### config.mk
export PLATFORM = sky130hd
export DESIGN_NAME = query_key_value_extractor_flat
export DESIGN_NICKNAME = d
export VERILOG_FILES = /design/src/qkv_pkg.sv /design/src/qkv_if.sv /design/src/query_key_value_extractor.sv /design/src/qkv_front.sv /design/src/qkv_queue.sv /design/src/qkv_back.sv /design/src/flat_wrapper.sv
export SDC_FILE = /design/constraint.sdc
export NUM_CORES = 1
export LEC_CHECK = 0
export ABC_CLOCK_PERIOD_IN_PS = 5150
export BUFFER_PORTS_ARGS = -buffer_cell sky130_fd_sc_hd__buf_2
export CORE_MARGIN = 2
export CORE_UTILIZATION = 60
export CTS_BUF_LIST = sky130_fd_sc_hd__clkbuf_2 sky130_fd_sc_hd__clkbuf_4 sky130_fd_sc_hd__clkbuf_8
export DETAILED_ROUTE_END_ITERATION = 8
export PLACE_DENSITY = 0.81
export SETUP_SLACK_MARGIN = 0.5
export SYNTH_ARGS = -nofsm -noshare
export SYNTH_HDL_FRONTEND = slang
export SYNTH_SLANG_ARGS = --single-unit
### constraint.sdc
create_clock -name clk -period 5.15 [get_ports clk]
set_input_delay 1.03 -clock clk [delete_from_list [all_inputs] [get_ports clk]]
set_output_delay 1.03 -clock clk [all_outputs]
set_load 0.03 [all_outputs]
### src/qkv_pkg.sv
// Shared types and constants for the query key/value extractor.
// Depends on nothing; the design modules and the testbench import it.
`default_nettype none

package qkv_pkg;

  localparam logic [7:0] CH_SPACE = 8'h20;
  localparam logic [7:0] CH_NL    = 8'h0A;
  localparam logic [7:0] CH_AMP   = 8'h26;
  localparam logic [7:0] CH_EQ    = 8'h3D;
  localparam logic [7:0] CH_QMARK = 8'h3F;

  // tracker code once key and '=' have both matched
  localparam logic [3:0] CONFIRMED = 4'd15;
  localparam logic [5:0] COUNT_CAP = 6'd32;

  localparam logic [1:0] REG_KEY_BYTES   = 2'd0;
  localparam logic [1:0] REG_KEY_LENGTH  = 2'd1;
  localparam logic [1:0] REG_MAX_VAL_LEN = 2'd2;

  typedef enum logic [1:0] {
    PH_SEARCH,
    PH_STOPPED,
    PH_VALUE,
    PH_DONE
  } phase_t;

  typedef enum logic [1:0] {
    CMD_NOT_FOUND,
    CMD_EMPTY,
    CMD_VALUE
  } cmd_kind_t;

  typedef enum logic [1:0] {
    BK_IDLE,
    BK_READ,
    BK_SEND
  } back_state_t;

  typedef struct packed {
    logic [63:0] key_bytes;
    logic [3:0]  key_length;
    logic [5:0]  max_value_length;
  } cfg_t;

  typedef struct packed {
    cmd_kind_t  kind;
    logic [4:0] len;
  } cmd_t;

  typedef struct packed {
    logic       en;
    logic [4:0] addr;
    logic [7:0] data;
  } wr_t;

  typedef struct packed {
    logic       found;
    logic [7:0] value_byte;
    logic       byte_valid;
    logic [4:0] run_length;
    logic       last_of_run;
  } res_t;

  // advance one key tracker by one byte: 0 idle, m+1 after m key bytes
  function automatic logic [3:0] track(input logic [3:0] code, input logic [7:0] b,
                                       input logic [3:0] klen, input logic [63:0] key);
    logic [3:0] m;
    logic [3:0] r;
    m = code - 4'd1;
    r = 4'd0;
    if (code != 4'd0) begin
      if (m < klen) begin
        if (key[{m[2:0], 3'b000} +: 8] == b) r = code + 4'd1;
      end else if (m == klen) begin
        if (b == CH_EQ) r = CONFIRMED;
      end
    end
    return r;
  endfunction

endpackage

`default_nettype wire

### src/qkv_if.sv
// Stream interfaces for the query key/value extractor: input bytes and results.
// Depends on nothing.
`default_nettype none

interface qkv_in_if;
  logic       valid;
  logic       ready;
  logic [7:0] data_byte;
  logic       end_of_source;
  modport source(output valid, output data_byte, output end_of_source, input ready);
  modport sink(input valid, input data_byte, input end_of_source, output ready);
endinterface

interface qkv_out_if;
  logic       valid;
  logic       ready;
  logic       found;
  logic [7:0] value_byte;
  logic       byte_valid;
  logic [4:0] run_length;
  logic       last_of_run;
  modport source(output valid, output found, output value_byte, output byte_valid,
                 output run_length, output last_of_run, input ready);
  modport sink(input valid, input found, input value_byte, input byte_valid,
               input run_length, input last_of_run, output ready);
endinterface

`default_nettype wire

### src/query_key_value_extractor.sv
// Query key/value extractor. Input: one byte per cycle while scanning; input is held
// while a value run drains and when the command queue is full.
// Results: a not-found or empty result passes the command queue, then the output register;
// each value word passes a store read, then the output register, one word at a time as
// the result side accepts it. Synchronous reset clears control state and configuration;
// the value store is not cleared.
`default_nettype none

module query_key_value_extractor #(
  parameter int MAX_VALUE = 32,
  parameter int MAX_KEY   = 8
) (
  input  logic        clk,
  input  logic        rst,
  input  logic        cfg_en,
  input  logic [1:0]  cfg_index,
  input  logic [63:0] cfg_data,
  qkv_in_if.sink      rx,
  qkv_out_if.source   tx
);
  import qkv_pkg::*;

  cfg_t cfg;
  logic q_full;
  logic q_valid;
  logic q_pop;
  logic cmd_push;
  logic run_done;
  cmd_t cmd;
  cmd_t q_data;
  wr_t  wr;

  always_ff @(posedge clk) begin
    if (rst) begin
      cfg.key_bytes        <= 64'd0;
      cfg.key_length       <= 4'd0;
      cfg.max_value_length <= 6'd32;
    end else if (cfg_en) begin
      unique case (cfg_index)
        REG_KEY_BYTES:   cfg.key_bytes        <= cfg_data;
        REG_KEY_LENGTH:  cfg.key_length       <= cfg_data[3:0];
        REG_MAX_VAL_LEN: cfg.max_value_length <= cfg_data[5:0];
        default: ;
      endcase
    end
  end

  qkv_front #(.MAX_VALUE(MAX_VALUE), .MAX_KEY(MAX_KEY)) u_front (
    .clk      (clk),
    .rst      (rst),
    .rx       (rx),
    .cfg      (cfg),
    .q_full   (q_full),
    .run_done (run_done),
    .cmd_push (cmd_push),
    .cmd      (cmd),
    .wr       (wr)
  );

  qkv_queue u_queue (
    .clk       (clk),
    .rst       (rst),
    .push      (cmd_push),
    .push_data (cmd),
    .full      (q_full),
    .pop       (q_pop),
    .pop_valid (q_valid),
    .pop_data  (q_data)
  );

  qkv_back #(.MAX_VALUE(MAX_VALUE)) u_back (
    .clk      (clk),
    .rst      (rst),
    .q_valid  (q_valid),
    .q_data   (q_data),
    .q_pop    (q_pop),
    .wr       (wr),
    .run_done (run_done),
    .tx       (tx)
  );

`ifndef SYNTHESIS
  a_no_push_full: assert property (@(posedge clk) disable iff (rst)
    cmd_push |-> !q_full) else $error("command pushed into full queue");

  a_run_words: assert property (@(posedge clk) disable iff (rst)
    (tx.valid && !tx.last_of_run) |-> (tx.found && tx.byte_valid))
    else $error("non-final word outside a value run");

  a_not_found: assert property (@(posedge clk) disable iff (rst)
    (tx.valid && !tx.found) |-> (!tx.byte_valid && (tx.run_length == 5'd0) &&
                                 tx.last_of_run))
    else $error("malformed not-found word");

  a_run_end: assert property (@(posedge clk) disable iff (rst)
    run_done |-> (tx.valid && tx.ready && tx.last_of_run))
    else $error("value run closed before its last word");
`endif

endmodule

`default_nettype wire

### src/qkv_front.sv
// Front end: accepts query bytes, tracks key matches, buffers value bytes.
// Depends on qkv_pkg and qkv_in_if; issues commands to the queue.
`default_nettype none

module qkv_front #(
  parameter int MAX_VALUE = 32,
  parameter int MAX_KEY   = 8
) (
  input  logic          clk,
  input  logic          rst,
  qkv_in_if.sink        rx,
  input  qkv_pkg::cfg_t cfg,
  input  logic          q_full,
  input  logic          run_done,
  output logic          cmd_push,
  output qkv_pkg::cmd_t cmd,
  output qkv_pkg::wr_t  wr
);
  import qkv_pkg::*;

  localparam int DEPTH = (MAX_VALUE < 32) ? MAX_VALUE : 32;
  localparam logic [5:0] DEPTH6 = 6'(DEPTH);

  phase_t     phase, phase_next;
  logic [1:0] flag, flag_next;
  logic [7:0] prev, prev_next;
  logic [3:0] trk_a, trk_a_next;
  logic [3:0] trk_b, trk_b_next;
  logic [5:0] count, count_next;
  logic       lock, lock_next;

  logic       accept;
  logic [7:0] b;
  logic       eos;
  logic       term;
  logic [3:0] kcap;
  logic [3:0] klen;
  logic [5:0] cap;
  logic [3:0] a1, b1, c1;
  logic       hit;
  phase_t     stop;

  function automatic cmd_t value_cmd(input logic [5:0] n, input logic [5:0] lim);
    cmd_t r;
    r.kind = CMD_VALUE;
    r.len  = n[4:0];
    if (n >= lim) begin
      r.kind = CMD_NOT_FOUND;
      r.len  = 5'd0;
    end else if (n == 6'd0) begin
      r.kind = CMD_EMPTY;
    end
    return r;
  endfunction

  assign rx.ready = !lock && !q_full;
  assign accept   = rx.valid && rx.ready;
  assign b        = rx.data_byte;
  assign eos      = rx.end_of_source;
  assign term     = (b == 8'd0) || (b == CH_SPACE) || (b == CH_NL);

  // effective key length: capped, cut at the first zero byte
  always_comb begin
    kcap = (cfg.key_length > 4'(MAX_KEY)) ? 4'(MAX_KEY) : cfg.key_length;
    klen = kcap;
    for (int i = 7; i >= 0; i--) begin
      if ((4'(i) < kcap) && (cfg.key_bytes[8*i +: 8] == 8'd0)) klen = 4'(i);
    end
    cap = (cfg.max_value_length > DEPTH6) ? DEPTH6 : cfg.max_value_length;
  end

  always_comb begin
    phase_next = phase;
    flag_next  = flag;
    prev_next  = prev;
    trk_a_next = trk_a;
    trk_b_next = trk_b;
    count_next = count;
    cmd_push   = 1'b0;
    cmd        = '{kind: CMD_NOT_FOUND, len: 5'd0};
    wr         = '0;
    a1         = 4'd0;
    b1         = 4'd0;
    c1         = 4'd0;
    hit        = 1'b0;
    stop       = phase;
    if (accept) begin
      unique case (phase) inside
        PH_VALUE: begin
          if (term || (b == CH_AMP)) begin
            cmd_push   = 1'b1;
            cmd        = value_cmd(count, cap);
            phase_next = PH_DONE;
          end else begin
            if (count < DEPTH6) begin
              wr.en   = 1'b1;
              wr.addr = count[4:0];
              wr.data = b;
            end
            if (count < COUNT_CAP) count_next = count + 6'd1;
            if (eos) begin
              cmd_push   = 1'b1;
              cmd        = value_cmd(count_next, cap);
              phase_next = PH_DONE;
            end
          end
        end
        PH_SEARCH, PH_STOPPED: begin
          a1  = track(trk_a, b, klen, cfg.key_bytes);
          b1  = track(trk_b, b, klen, cfg.key_bytes);
          hit = (a1 == CONFIRMED) || (b1 == CONFIRMED);
          if (!hit && (phase == PH_SEARCH)) begin
            if (term) begin
              stop = PH_STOPPED;
            end else if ((flag == 2'd0) || (prev == CH_AMP) ||
                         ((flag == 2'd1) && (prev == CH_QMARK))) begin
              c1 = track(4'd1, b, klen, cfg.key_bytes);
              if (c1 == CONFIRMED) begin
                hit = 1'b1;
              end else if (c1 != 4'd0) begin
                // drop the start when both trackers are busy
                if (a1 == 4'd0) a1 = c1;
                else if (b1 == 4'd0) b1 = c1;
              end
            end
          end
          if (hit) begin
            trk_a_next = 4'd0;
            trk_b_next = 4'd0;
            count_next = 6'd0;
            phase_next = PH_VALUE;
            if (eos) begin
              cmd_push   = 1'b1;
              cmd        = value_cmd(6'd0, cap);
              phase_next = PH_DONE;
            end
          end else begin
            trk_a_next = a1;
            trk_b_next = b1;
            phase_next = stop;
            if (eos || ((stop == PH_STOPPED) && (a1 == 4'd0) && (b1 == 4'd0))) begin
              cmd_push   = 1'b1;
              phase_next = PH_DONE;
            end
          end
        end
        default: ;
      endcase
      prev_next = b;
      if (flag < 2'd2) flag_next = flag + 2'd1;
      if (eos) begin
        phase_next = PH_SEARCH;
        flag_next  = 2'd0;
        prev_next  = 8'd0;
        trk_a_next = 4'd0;
        trk_b_next = 4'd0;
        count_next = 6'd0;
      end
    end
    // hold input while the value store is being drained
    lock_next = (lock && !run_done) || (cmd_push && (cmd.kind == CMD_VALUE));
  end

  always_ff @(posedge clk) begin
    if (rst) begin
      phase <= PH_SEARCH;
      flag  <= 2'd0;
      prev  <= 8'd0;
      trk_a <= 4'd0;
      trk_b <= 4'd0;
      count <= 6'd0;
      lock  <= 1'b0;
    end else begin
      phase <= phase_next;
      flag  <= flag_next;
      prev  <= prev_next;
      trk_a <= trk_a_next;
      trk_b <= trk_b_next;
      count <= count_next;
      lock  <= lock_next;
    end
  end

endmodule

`default_nettype wire

### src/qkv_queue.sv
// Two-entry command queue between the front end and the result back end.
// Depends on qkv_pkg.
`default_nettype none

module qkv_queue (
  input  logic          clk,
  input  logic          rst,
  input  logic          push,
  input  qkv_pkg::cmd_t push_data,
  output logic          full,
  input  logic          pop,
  output logic          pop_valid,
  output qkv_pkg::cmd_t pop_data
);
  import qkv_pkg::*;

  cmd_t       slot [2];
  logic       wr_ptr;
  logic       rd_ptr;
  logic [1:0] fill;

  assign full      = (fill == 2'd2);
  assign pop_valid = (fill != 2'd0);
  assign pop_data  = slot[rd_ptr];

  always_ff @(posedge clk) begin
    if (push) slot[wr_ptr] <= push_data;
  end

  always_ff @(posedge clk) begin
    if (rst) begin
      wr_ptr <= 1'b0;
      rd_ptr <= 1'b0;
      fill   <= 2'd0;
    end else begin
      if (push) wr_ptr <= !wr_ptr;
      if (pop) rd_ptr <= !rd_ptr;
      fill <= fill + {1'b0, push} - {1'b0, pop};
    end
  end

endmodule

`default_nettype wire

### src/qkv_back.sv
// Back end: value store and result sequencer that drains commands as words.
// Depends on qkv_pkg and qkv_out_if.
`default_nettype none

module qkv_back #(
  parameter int MAX_VALUE = 32
) (
  input  logic          clk,
  input  logic          rst,
  input  logic          q_valid,
  input  qkv_pkg::cmd_t q_data,
  output logic          q_pop,
  input  qkv_pkg::wr_t  wr,
  output logic          run_done,
  qkv_out_if.source     tx
);
  import qkv_pkg::*;

  localparam int DEPTH = (MAX_VALUE < 32) ? MAX_VALUE : 32;
  localparam int AW    = $clog2(DEPTH);

  logic [7:0]    mem [DEPTH];
  logic [7:0]    rd_data;
  logic          rd_en;
  logic [AW-1:0] rd_addr;

  back_state_t state, state_next;
  logic [4:0]  idx, idx_next;
  logic [4:0]  len, len_next;
  logic        is_value, is_value_next;
  res_t        res, res_next;
  logic [4:0]  idx_inc;
  logic        at_last;

  always_ff @(posedge clk) begin
    if (wr.en) mem[wr.addr[AW-1:0]] <= wr.data;
    if (rd_en) rd_data <= mem[rd_addr];
  end

  assign idx_inc = idx + 5'd1;
  assign at_last = (idx == 5'(len - 5'd1));

  assign tx.valid       = (state == BK_SEND);
  assign tx.found       = res.found;
  assign tx.value_byte  = res.value_byte;
  assign tx.byte_valid  = res.byte_valid;
  assign tx.run_length  = res.run_length;
  assign tx.last_of_run = res.last_of_run;

  always_comb begin
    state_next    = state;
    idx_next      = idx;
    len_next      = len;
    is_value_next = is_value;
    res_next      = res;
    q_pop         = 1'b0;
    rd_en         = 1'b0;
    rd_addr       = idx[AW-1:0];
    run_done      = 1'b0;
    unique case (state)
      BK_IDLE: begin
        if (q_valid) begin
          q_pop = 1'b1;
          unique case (q_data.kind)
            CMD_VALUE: begin
              len_next      = q_data.len;
              idx_next      = 5'd0;
              rd_en         = 1'b1;
              rd_addr       = '0;
              is_value_next = 1'b1;
              state_next    = BK_READ;
            end
            CMD_EMPTY: begin
              res_next      = '{found: 1'b1, value_byte: 8'd0, byte_valid: 1'b0,
                                run_length: 5'd0, last_of_run: 1'b1};
              is_value_next = 1'b0;
              state_next    = BK_SEND;
            end
            default: begin
              res_next      = '{found: 1'b0, value_byte: 8'd0, byte_valid: 1'b0,
                                run_length: 5'd0, last_of_run: 1'b1};
              is_value_next = 1'b0;
              state_next    = BK_SEND;
            end
          endcase
        end
      end
      BK_READ: begin
        res_next   = '{found: 1'b1, value_byte: rd_data, byte_valid: 1'b1,
                       run_length: len, last_of_run: at_last};
        state_next = BK_SEND;
      end
      BK_SEND: begin
        if (tx.ready) begin
          if (is_value && !at_last) begin
            // fetch the next stored byte
            idx_next   = idx_inc;
            rd_en      = 1'b1;
            rd_addr    = idx_inc[AW-1:0];
            state_next = BK_READ;
          end else begin
            run_done   = is_value;
            state_next = BK_IDLE;
          end
        end
      end
      default: state_next = BK_IDLE;
    endcase
  end

  always_ff @(posedge clk) begin
    if (rst) begin
      state    <= BK_IDLE;
      is_value <= 1'b0;
    end else begin
      state    <= state_next;
      is_value <= is_value_next;
    end
  end

  always_ff @(posedge clk) begin
    idx <= idx_next;
    len <= len_next;
    res <= res_next;
  end

endmodule

`default_nettype wire

### src/flat_wrapper.sv
// flat-port wrapper written by rule: the top's interface ports become plain ports
module query_key_value_extractor_flat import qkv_pkg::*;
#(
  parameter int MAX_VALUE = 32,
  parameter int MAX_KEY   = 8
)
  (clk, rst, cfg_en, cfg_index, cfg_data, rx_valid, rx_data_byte, rx_end_of_source, rx_ready, tx_valid, tx_found, tx_value_byte, tx_byte_valid, tx_run_length, tx_last_of_run, tx_ready);
  qkv_in_if rx_i ();
  qkv_out_if tx_i ();
  input  logic clk;
  input  logic rst;
  input  logic cfg_en;
  input  logic [1:0] cfg_index;
  input  logic [63:0] cfg_data;
  input wire logic [$bits(rx_i.valid)-1:0] rx_valid;
  input wire logic [$bits(rx_i.data_byte)-1:0] rx_data_byte;
  input wire logic [$bits(rx_i.end_of_source)-1:0] rx_end_of_source;
  output wire logic [$bits(rx_i.ready)-1:0] rx_ready;
  output wire logic [$bits(tx_i.valid)-1:0] tx_valid;
  output wire logic [$bits(tx_i.found)-1:0] tx_found;
  output wire logic [$bits(tx_i.value_byte)-1:0] tx_value_byte;
  output wire logic [$bits(tx_i.byte_valid)-1:0] tx_byte_valid;
  output wire logic [$bits(tx_i.run_length)-1:0] tx_run_length;
  output wire logic [$bits(tx_i.last_of_run)-1:0] tx_last_of_run;
  input wire logic [$bits(tx_i.ready)-1:0] tx_ready;
  assign rx_i.valid = rx_valid;
  assign rx_i.data_byte = rx_data_byte;
  assign rx_i.end_of_source = rx_end_of_source;
  assign rx_ready = rx_i.ready;
  assign tx_valid = tx_i.valid;
  assign tx_found = tx_i.found;
  assign tx_value_byte = tx_i.value_byte;
  assign tx_byte_valid = tx_i.byte_valid;
  assign tx_run_length = tx_i.run_length;
  assign tx_last_of_run = tx_i.last_of_run;
  assign tx_i.ready = tx_ready;
  query_key_value_extractor #(.MAX_VALUE(MAX_VALUE), .MAX_KEY(MAX_KEY)) u_core (.clk(clk), .rst(rst), .cfg_en(cfg_en), .cfg_index(cfg_index), .cfg_data(cfg_data), .rx(rx_i), .tx(tx_i));
endmodule
==> results.toml <==
[clocking]
htreeDepth = 3
post-cts-setup-buffers = 0
cts_sinks = 413
cts_tree = "done"
cts_buffers = 67
cts.path.max_buffers = 3
clk_pin_slew_ns = 0.06
clock-root-buffer = "clkbuf_8"
clk_latency_ns = 0.61

[logic_synthesis]
synthesis.area_mm2 = 0.0193
synth_edf_count = 299
ys.flop_type = "edfxtp_1"
seq_area_frac_synth_pct = 58.4
syn-num-nets = 1781
synth.distinct_cells = 73
ys_warn_count = 0
syn_inst = 1668
async_reset_ff_share_pct = 0
syn_area_per_cell_um2 = 11.6
synth-seq-cells = 413

[routing]
avgRoutedWirePerCell_um = 21.0
drt_iter0_markers = 1427
dr.pass1.iters = 7
post-route-drc-count = 0
vias = 14100
ant_nets = 0
viasPerCell = 6.37
drt_wl_total_mm = 46.4

[run]
maxCapViolCount = 0

[timing]
finClkSkew_ns = 0.0410
finalSetupViolations = 0
worst_slew_pin_slew_ns = 1.06
finalSetupTns_ns = 0
period_share_pct = 83.2
hold_viol = 0
clock.fmax_mhz = 233
rsz0062_at_grt = "no"
layout_min_cycle_time_ns = 4.28
drv_slew = 0
relSlewSlack_pct = 29.4

[min_path]
min_path_type = "reg -> reg"

[floorplan]
die_w_um = 183
core_area_mm2 = 0.0316
die-area_mm2 = 0.0336
rows = 65
start_util_pct = 61.1
pin_count = 98
die_h_um = 183

[worst_setup_path]
r2r_cells = 21
crit_start = "u_core.cfg[59]"
crit_family = "simple AND/OR/NAND/NOR gates"
critical_path_arrival_ns = 4.75
crit_type = "reg -> reg"
crit_top_cell = "ha_1"
path_buf_inv = 1
timing.rr.start = "u_core.cfg[59]"
ff2ff_setup_slack_ns = 0.87
r2r_end = "u_core.u_queue.fill[1]"
path_cells = "nor4_1 > nand2_1 > nand2_1 > a21oi_1 > nor2_1 > o21ai_0 > ha_1 > o21ai_0 > a21oi_1 > o22ai_1 > and2_1 > nand3_1 > o32ai_2 > o2111a_1 > o211ai_2 > ha_1 > inv_1 > ha_1 > xor2_1 > xnor2_1 > nor2_1"
path_depth = 21
worstSetupStartpointType = "flop"
worstPathRequired_ns = 5.61
cpPeakStageDelay_ns = 0.56
slowest_stage = "nor4_1"
cp-endpoint = "u_core.u_queue.fill[1]"
end_kind = "flop"
cp_max_fo = 6

[global_route]
grt_antenna_before_repair = 0
grt_max_degree = 84
grt_use_total_pct = 27.9
grt-ovfl-total = 0
grt_pass1_wl_mm = 73.1
grt_pass1_vias = 13600

[layout]
multiInputGateArea_mm2 = 0.00744
final_area_mm2 = 0.0214
drive_above_1_share_pct = 17.4
final_net_count = 1870
ff_latch_area_mm2 = 0.0113
fillers = 2269
antenna_cells = 0
instances_no_fill = 2211
areaGrowthSynthToFinish_pct = 10.8

[placed_design]
dp.cells = 2090
place_congestion = 0.957
hpwl_mm = 30.4
placed_cell_area_mm2 = 0.0200
port_buffers = 97

[power_and_ir_drop]
leakage_nw = 7.15
ir_drop_mv = 0.235
p_per_area_mw_per_mm2 = 397

[status]
status = "completed"
-- worst min-delay path by stage --
| stage | from | endpoint | slack (ns) | cells past startpoint |
|---|---|---|---|---|
| 2_1_floorplan | u_core.u_front.prev[7] | u_core.u_front.prev[7] | 0.43 | 2 |
| 3_3_place_gp | u_core.u_front.prev[6] | u_core.u_front.prev[6] | 0.44 | 2 |
| 3_5_place_dp | u_core.u_front.prev[6] | u_core.u_front.prev[6] | 0.45 | 2 |
| 4_1_cts | u_core.u_front.prev[6] | u_core.u_front.prev[6] | 0.46 | 2 |
| 5_1_grt | u_core.u_front.prev[1] | u_core.u_front.prev[1] | 0.49 | 2 |
| 6_report | u_core.u_front.prev[6] | u_core.u_front.prev[6] | 0.46 | 2 |
-- cells in the mapped netlist, drive strengths merged (33+ instances only) --
master / number / area, µm²
nor2: 114 / 430
or3: 52 / 325
dfxtp: 114 / 2280
mux4: 46 / 1070
nor3: 49 / 245
a21oi: 123 / 631
inv: 37 / 139
o211ai: 56 / 425
clkbuf: 73 / 274
ha: 33 / 413
nand3: 34 / 170
xnor2: 48 / 420
o21ai: 40 / 204
nand2: 240 / 901
edfxtp: 299 / 8980
-- worst register-to-register path, delay by kind of cell, from the launching register on --
family,cells,cell delay (ns)
buffers and inverters,1,0.04
AOI/OAI and AO/OA,8,1.31
adders and majority gates,3,0.89
DFF,1,0.34
xor gates and xnor gates,2,0.30
and+or+nand+nor,7,1.30
-- flip-flops by register name (all words and copies together), names as in the netlist, 2 cells and up, named ones only --
signal                       count
u_core.u_back.mem              256
u_core.cfg                      74
u_core.u_queue.slot             14
u_core.u_back.rd_data            8
u_core.u_back.tx.value_byte      8
u_core.u_front.prev              8
u_core.u_front.count             6
u_core.u_back.idx                5
u_core.u_back.len                5
u_core.u_back.tx.run_length      5
u_core.u_front.trk_a             4
u_core.u_front.trk_b             4
u_core.u_back.state              2
u_core.u_front.flag              2
u_core.u_front.phase             2
u_core.u_queue.fill              2
-- area by class of cell --
type	count	share of cell area [%]
clock inverters	28	0.779
repair buffers	125	3.27
multi-input cells	1112	34.9
clock buffers	93	5.32
inverters	38	0.668
well taps	402	2.36
flip-flops and latches	413	52.7
-- kinds of logic (layout without fill, tap and decap cells) --
kind of cell | Yosys count | after routing | share of synthesized area, %
AND/OR/NAND/NOR | 630 | 630 | 15.7
adder cells (fa/ha/maj) | 33 | 33 | 2.14
multiplexers | 77 | 77 | 7.21
flip-flops | 413 | 413 | 58.4
AO/OA/AOI/OAI | 307 | 307 | 10.3
XOR/XNOR | 65 | 65 | 2.95
buffers and inverters | 143 | 284 | 3.19
-- what timing repair did --
item                       CTS  global route
setup endpoints to repair    0             1
hold buffers                 0             0
resized for setup            0             3
-- report_power, final --
group | internal [mW] | switching, mW | leakage, nW
clock network | 1.45 | 1.31 | 0.698
registers | 3.73 | 0.111 | 3.43
logic | 0.650 | 1.23 | 3.03
total | 5.83 | 2.65 | 7.15
-- metal layers --
layer / vias up / part of all wire (%) / wire, µm / global-route usage [%]
met3: 124 / 9.0 / 4160 / 4.71
met4: 0 / 3.5 / 1620 / 11.1
met2: 767 / 48 / 22400 / 46.3
met5: - / 0 / 0 / 0
li1: 6391 / - / - / -
met1: 6794 / 39 / 18200 / 36.9
-- layout by cell type, fill, tap and decap left out, types with 11 or more instances in the layout --
cell      synthesis  final
or3_1            52     52
clkbuf_4          0     23
a31oi_1          11     11
nor4_1           22     20
nand3_1          34     34
nand2_1         240    240
and2_1           26     21
nor2_1          113    113
clkbuf_8          0     70
clkinv_1          1     12
xor2_1           17     16
nand2b_1         19     19
a21oi_1         121    121
mux4_2           38     38
inv_1            36     36
dfxtp_1         114    114
nand4_1          15     15
a22oi_1          15     15
mux2i_1          21     20
xnor2_1          48     47
edfxtp_1        299    299
nor3_1           49     49
o211ai_1         55     55
buf_2            17     96
nand3b_1         16     16
ha_1             33     31
o21ai_0          38     38
buf_4             4     29
-- per-stage QoR --
| step | hold slack, ns | power (mW) | util [%] | worst slack, ns |
|---|---|---|---|---|
| 6_report | 0.464 | 8.47 | 67.7 | 0.866 |
| 5_1_grt | 0.485 | 8.80 | 67.7 | 0.521 |
| 4_1_cts | 0.464 | 8.48 | 67.6 | 0.823 |
| 3_5_place_dp | 0.455 | 5.76 | 63.5 | 0.863 |
| 3_3_place_gp | 0.438 | 5.72 | 63.5 | 0.912 |
| 2_1_floorplan | 0.432 | 5.21 | - | 0.934 |
No activity file was read; power rests on OpenSTA's default activity.
